===== config.mk =====
export PLATFORM = sky130hd
export DESIGN_NAME = suf_div
export DESIGN_NICKNAME = d
export VERILOG_FILES = /design/src/rtl/core/assert_macros.svh /design/src/rtl/core/suf_div.sv
export SDC_FILE = /design/constraint.sdc
export NUM_CORES = 2
export LEC_CHECK = 0
export BUFFER_PORTS_ARGS = -buffer_cell sky130_fd_sc_hd__buf_2
export CELL_PAD_IN_SITES_DETAIL_PLACEMENT = 1
export CELL_PAD_IN_SITES_GLOBAL_PLACEMENT = 2
export CORE_ASPECT_RATIO = 0.5
export CORE_MARGIN = 2
export CORE_UTILIZATION = 42
export DETAILED_ROUTE_END_ITERATION = 6
export PLACE_DENSITY_LB_ADDON = 0.05
export SLEW_MARGIN = 40
export SYNTH_ARGS = -nofsm -noshare
export SYNTH_HDL_FRONTEND = slang
export SYNTH_MEMORY_MAX_BITS = 65536
export SYNTH_SLANG_ARGS = --single-unit

===== constraint.sdc =====
create_clock -name clock -period 4.9 [get_ports clock]
set_input_delay 1.225 -clock clock [delete_from_list [all_inputs] [get_ports clock]]
set_output_delay 1.225 -clock clock [all_outputs]
set_load 0.1 [all_outputs]

===== src/rtl/core/assert_macros.svh =====
// ----------------------------------------------------------------------------
// Assertion macros
// Shared concurrent assertion forms for the RTL.
// ----------------------------------------------------------------------------
`ifndef ASSERT_MACROS_SVH
`define ASSERT_MACROS_SVH

// implication checked every clock, off during reset
`define ASSERT_IMPLY(label, clk, rst, ante, cons, msg) \
   label: assert property (@(posedge clk) disable iff (rst) (ante) |-> (cons)) else $error(msg);

// next-cycle consequence, active during reset as well
`define ASSERT_NEXT(label, clk, trig, cons, msg) \
   label: assert property (@(posedge clk) (trig) |=> (cons)) else $error(msg);

`endif


===== src/rtl/core/suf_div.sv =====
// ----------------------------------------------------------------------------
// suf_div
// Pipelined restoring divider, one quotient bit per stage, with sideband.
// ----------------------------------------------------------------------------
module suf_div #(
   parameter int NUM_W = 62,
   parameter int DEN_W = 32,
   parameter int Q_W   = 31,
   parameter int SB_W  = 8
) (
   input  logic             clock,
   input  logic             reset,
   input  logic             in_valid,
   input  logic [NUM_W-1:0] in_num,
   input  logic [DEN_W-1:0] in_den,
   input  logic [SB_W-1:0]  in_side,
   output logic             out_valid,
   output logic [Q_W-1:0]   out_quo,
   output logic [SB_W-1:0]  out_side
);

   logic             valid_ff [0:Q_W];
   logic [DEN_W-1:0] rem_ff   [0:Q_W];
   logic [DEN_W-1:0] den_ff   [0:Q_W];
   logic [Q_W-1:0]   low_ff   [0:Q_W];
   logic [Q_W-1:0]   quo_ff   [0:Q_W];
   logic [SB_W-1:0]  side_ff  [0:Q_W];
   logic [NUM_W-1:0] top_in;

   // quotient fits Q_W bits, so the upper part is below the divisor
   assign top_in = in_num >> Q_W;

   // load stage
   always_ff @(posedge clock) begin
      if (reset) begin
         valid_ff[0] <= 1'b0;
      end else begin
         valid_ff[0] <= in_valid;
      end
   end

   always_ff @(posedge clock) begin
      rem_ff[0]  <= top_in[DEN_W-1:0];
      den_ff[0]  <= in_den;
      low_ff[0]  <= in_num[Q_W-1:0];
      quo_ff[0]  <= '0;
      side_ff[0] <= in_side;
   end

   // one quotient bit per stage
   for (genvar k = 1; k <= Q_W; k++) begin : g_stage
      logic [DEN_W:0]   trial;
      logic [DEN_W:0]   sub;
      logic             ge;
      logic [DEN_W-1:0] rem_in;

      assign trial  = {rem_ff[k-1], low_ff[k-1][Q_W-1]};
      assign sub    = trial - {1'b0, den_ff[k-1]};
      assign ge     = trial >= {1'b0, den_ff[k-1]};
      assign rem_in = ge ? sub[DEN_W-1:0] : trial[DEN_W-1:0];

      always_ff @(posedge clock) begin
         if (reset) begin
            valid_ff[k] <= 1'b0;
         end else begin
            valid_ff[k] <= valid_ff[k-1];
         end
      end

      always_ff @(posedge clock) begin
         rem_ff[k]  <= rem_in;
         den_ff[k]  <= den_ff[k-1];
         low_ff[k]  <= {low_ff[k-1][Q_W-2:0], 1'b0};
         quo_ff[k]  <= {quo_ff[k-1][Q_W-2:0], ge};
         side_ff[k] <= side_ff[k-1];
      end
   end

   assign out_valid = valid_ff[Q_W];
   assign out_quo   = quo_ff[Q_W];
   assign out_side  = side_ff[Q_W];

endmodule


## Word-level counts from Yosys, hierarchy flattened

Memories as Yosys holds them, arrays and structs flattened.
Cells that the tools add are included.

| cells by class | value |
|---|---|
| add/sub/neg operators | 31 |
| $lt $le $gt $ge | 31 |
| mux-type cells | 66 |
| bitwise logic cells | 32 |

Operators by type and width:

| operator | number |
|---|---|
| $ge A33 B32 Y1 | 31 |
| $mux W32 | 31 |
| $sub A32 B32 Y32 | 31 |
| $mux W1 | 35 |
| $or A1 B1 Y1 | 32 |

| word-level totals | value |
|---|---|
| register bits after elaboration | 0 |
| memory bits (writable) | 4,320 |
| input bits | 105 |
| output and inout bits | 40 |
| word-level logic and storage cells | 166 |
| memories kept | 6 |

Memory list:

| name | depth | bits a word | rd ports | clocked after Yosys merged registers in | wr ports | RTL line | source |
|---|---|---|---|---|---|---|---|
| den_ff | 32 | 32 | 31 | 0 | 32 | suf_div.sv:24 | `logic [DEN_W-1:0] den_ff [0:Q_W];` |
| rem_ff | 32 | 32 | 31 | 0 | 32 | suf_div.sv:23 | `logic [DEN_W-1:0] rem_ff [0:Q_W];` |
| low_ff | 32 | 31 | 31 | 0 | 32 | suf_div.sv:25 | `logic [Q_W-1:0] low_ff [0:Q_W];` |
| quo_ff | 32 | 31 | 32 | 0 | 32 | suf_div.sv:26 | `logic [Q_W-1:0] quo_ff [0:Q_W];` |
| side_ff | 32 | 8 | 32 | 0 | 32 | suf_div.sv:27 | `logic [SB_W-1:0] side_ff [0:Q_W];` |
| valid_ff | 32 | 1 | 32 | 0 | 32 | suf_div.sv:22 | `logic valid_ff [0:Q_W];` |

## Depth between registers and ports, before layout

| depth | value |
|---|---|
| depth in word-level cells | 3 |
| depth in mapped cells | 16 |
| mapped depth without buffers | 14 |

## Least setup slack after synthesis

No wires, ideal clock.

| path | value |
|---|---|
| path type | flip-flop to flip-flop |
| start point | mem den_ff[0][1] |
| end point | mem rem_ff[1][25] |
| setup time | 0.123 ns |
| arrival time | 3.422 ns |
| path slack | 1.355 ns |
| stages on the path, launching flop included | 15 |
| path buffers | 1 |
| period minus slack after synthesis | 3.545 ns |
| cells stage by stage | dfxtp_1 > inv_1 > ha_1 > nor2b_1 > o31a_1 > or4_1 > a31oi_2 > a21oi_1 > a21o_1 > a211o_1 > a221o_1 > a21oi_2 > a21oi_2 > buf_4 > mux2_1 |

RTL lines:

| item | RTL line |
|---|---|
| start: declaration | suf_div.sv:24 |
| end: declaration | suf_div.sv:23 |

==> out/results.txt <==
Launching element type of the critical path: a flop. The library cell occupying the most area in the post-synthesis netlist is dfxtp_1. Before antenna repair, the detailed router went through 5 iterations. Yosys printed 0 warnings. The run gives 0 as the remaining routing DRC violations. The share of synthesized flip-flops with an asynchronous set or reset was 0%.

Compared with the post-synthesis result, the final layout area differs by 12.6%. During I/O placement, the number of pins put on the boundary was 145. The sum of overflow across all layers after global routing is 0, and the quantity of gates resized following cts is 1. H-tree level count: 5. Setup repair after global routing left no endpoint under its margin.

TritonCTS built the clock tree. Summing every instance area after synthesis gives 128,000 sq um. The post-synthesis sequential area ratio was 50.9%; the remaining antenna violation count after routing was 0. The max-cap violation count was 0. Sorting the synthesized cells by area gives the leading types as dfxtp_1 (51%), ha_1 (9.7%), mux2_2 (5.4%), inv_1 (3.6%), a21oi_1 (3.6%).

The average footprint of a synthesized cell came out at 10.3 sq um. After detailed routing, the total wire length is 329 mm. In the routed layout, each cell is associated on average with a via count of 5.06. The weighted congestion reported at the end of routability-driven placement was 0.863; the number of buffers on the longest clock path was 4.

The normalized max-slew margin came out at 42.6%. For the CTS buffer count, the log shows 304. The average routed wire per standard cell is 19.2 um, and the overall power is 115 mW. The clock tree root buffer cell is clkbuf_16.

The worst path uses 94.3% of the clock period. In this run the core area contains 143 standard-cell rows. The run gives 5.35 ns as the critical path data arrival time. The run gives 42.2% as the starting density of the core.

The number of synthesized flops with an enable pin came out at 0. The floorplan step set the die height to 395 um. Entering global routing, the biggest net connects 65 pins. In this run, placement finished with an instance count of 16,500. For this run, the number of standard cells in the final layout without fillers is 17,100. Hold is met by 0.305 ns. For hold timing, the worst endpoint is side_ff[0][29]. Dividing total power by cell area gives a power density of 792 nW/um^2.

Clock tree synthesis found a total of 3,263 sinks. For the gate count of the mapped netlist, the log shows 12,500. The count of routing violations after the opening detailed-route iteration was 3,986; the largest voltage drop on the vdd net was 351 uV. Die outline area: 310,000 sq um. In this run the critical register-to-register path is launched from den_ff[3][3]. The number of register bits inferred by synthesis is 3,263, and the number of nets produced by synthesis is 13,600. The largest driver fanout on the critical path works out to 32. Static timing analysis puts the maximum clock frequency at 216 MHz. Yosys instantiated no cell more often than dfxtp_1.

The proportion of netlist area held by the largest area contributor was 50.9%. The first global-routing pass estimated 514 mm of wire. The run gives 47.6% as the final core utilization. The logs give 88 for the count of distinct cell types in the synthesized netlist and 0 for the final hold violation count. The core region is 304,000 sq um.

The startpoint identified for the worst hold timing path is side_ff[0][21]. Origin of the worst setup path: den_ff[3][3]. The run gives 0 as the count of buffers added by post-CTS timing repair for setup. The tools report the total number of vias as 86,300. After synthesis, the most frequently instantiated cells are dfxtp_1 (3,263), inv_1 (1,241), ha_1 (992), a21oi_1 (917), o21ai_0 (616).

Buffers inserted to repair hold after CTS numbered 0. By startpoint and endpoint, the worst setup path is classified as flop to flop. The slew of the pin with the lowest slew margin was 0.852 ns. Setup violations remaining at the end of the flow were counted as 0. The number of antenna violations at the first check in global routing was 9; the post-detailed-placement half-perimeter wirelength was 259 mm. The endpoint identified for the worst register-to-register timing path is rem_ff[4][6].

Overall track demand over capacity in global routing: 20.8%. The worst hold path belongs to the class flop to flop. In the final layout, the share of cells above drive strength 1 is 11.3%. The run finished with clean final reports. The number of pins exceeding their max-slew limit in the final report was 0; the cell count of the worst hold path was 0. At the end of the flow, the number of nets in the layout was 13,900. The number of cell instances on the worst register-to-register path was 16; the worst setup slack for register-to-register paths was 0.28 ns.

The worst setup path is captured at a flop. After clock tree synthesis, the clock-pin slew on the worst setup and hold paths is 0.07 ns. The post-layout minimum cycle time is 4.62 ns. For the worst clock skew on the final layout, the log shows 0.0436 ns. Measured along the x axis, the die boundary spans 786 um.

The clock insertion delay at the later pin of the skew report came out at 0.89 ns. In the synthesized netlist the dominant register cell turns out to be dfxtp_1. Data on the critical path is required at its endpoint by 5.63 ns. For this design the static power due to leakage is 66.1 nW. The number of buffers added on ports works out to 144. The tools report the via count of the first global-routing pass as 91,400.
## where the power goes
group | internal [mW] | total [mW] | switching, mW
registers | 34.0 | 38.1 | 4.09
clock network | 13.9 | 24.4 | 10.5
logic | 23.4 | 52.0 | 28.7
total | 71.3 | 115 | 43.3
## how the worst max path moves through the flow
stage | to | slack (ns) | depth (start not counted)
2_1_floorplan | rem_ff[1][25] | 1.35 | 14
3_3_place_gp | rem_ff[4][2] | -0.11 | 16
3_5_place_dp | rem_ff[4][4] | -0.1 | 16
4_1_cts | rem_ff[4][6] | 0.04 | 16
5_1_grt | rem_ff[4][10] | 0.01 | 16
6_report | rem_ff[4][6] | 0.28 | 16
## cell type report
class	count	area, sq um
antenna	5	12.5
fill	33100	159000
tap	4060	5080
multi-input combinational	7717	57600
clock inverter	136	1710
timing repair buffer	242	1690
sequential	3263	65300
clock buffer	409	8520
inverter	1241	4660
## worst max-delay path, stage by stage, from the launching register on
cell and delay (ns):
dfxtp_1 0.37, inv_1 0.06, ha_1 0.33, o21ai_0 0.11, a21oi_1 0.31, o41ai_2 0.14, buf_4 0.16, o21bai_1 0.26
a31oi_2 0.22, o211ai_1 0.34, a21oi_1 0.22, nor2_1 0.36, a31oi_1 0.19, o31a_2 0.49, inv_1 0.08, buf_4 0.41
mux2_2 0.40
## stage by stage
stage	worst slack, ns	instance area (sq um)	setup TNS [ns]
floorplan	1.35	128000	0
global placement	-0.112	134000	-2.65
detailed placement	-0.0995	134000	-1.96
CTS	0.0353	145000	0
global route	0.0108	145000	0
finish	0.281	145000	0
## per-layer routing
metal | track usage (%) | wire (um)
met3 | 2.65 | 8820
met2 | 37.6 | 162000
met5 | 0 | 0
met4 | 6.86 | 11400
met1 | 25.5 | 146000
## registers in the layout, summed over array words and instances (netlist names)
signal	count
den_ff	992
low_ff	496
quo_ff	496
rem_ff	991
side_ff	256
valid_ff	32
## cells in the final DEF (no fill, tap or decap), drive strengths merged, types with 41 or more instances in the layout
master | synthesis | layout
xnor2 | 500 | 500
a211oi | 77 | 77
o31ai | 77 | 77
nor3 | 125 | 125
a21o | 524 | 524
nand2b | 111 | 111
clkinv | 0 | 66
nand3 | 204 | 204
xor2 | 309 | 309
nand2 | 605 | 605
o21bai | 116 | 116
o21ai | 623 | 623
inv | 1241 | 1266
and3 | 80 | 80
mux2i | 41 | 41
o21a | 129 | 129
a21boi | 50 | 50
clkbuf | 218 | 409
ha | 992 | 992
nor2b | 174 | 174
buf | 50 | 242
nor2 | 594 | 594
a31oi | 83 | 83
a21oi | 919 | 919
dfxtp | 3263 | 3263
mux2 | 644 | 644
nand4 | 173 | 173
## logic make-up (layout without fill, tap and decap cells)
kind of cell | after synthesis | count (layout) | synth area share [%]
buffers and inverters | 1509 | 2028 | 4.48
adders and majority gates | 1022 | 1022 | 10.1
DFF | 3263 | 3263 | 50.9
other | 0 | 5 | 0
and+or+nand+nor | 2281 | 2281 | 8.59
muxes | 685 | 685 | 6.05
xor gates and xnor gates | 809 | 809 | 5.52
AOI/OAI and AO/OA | 2920 | 2920 | 14.4
(Power assumes the default switching activity.)
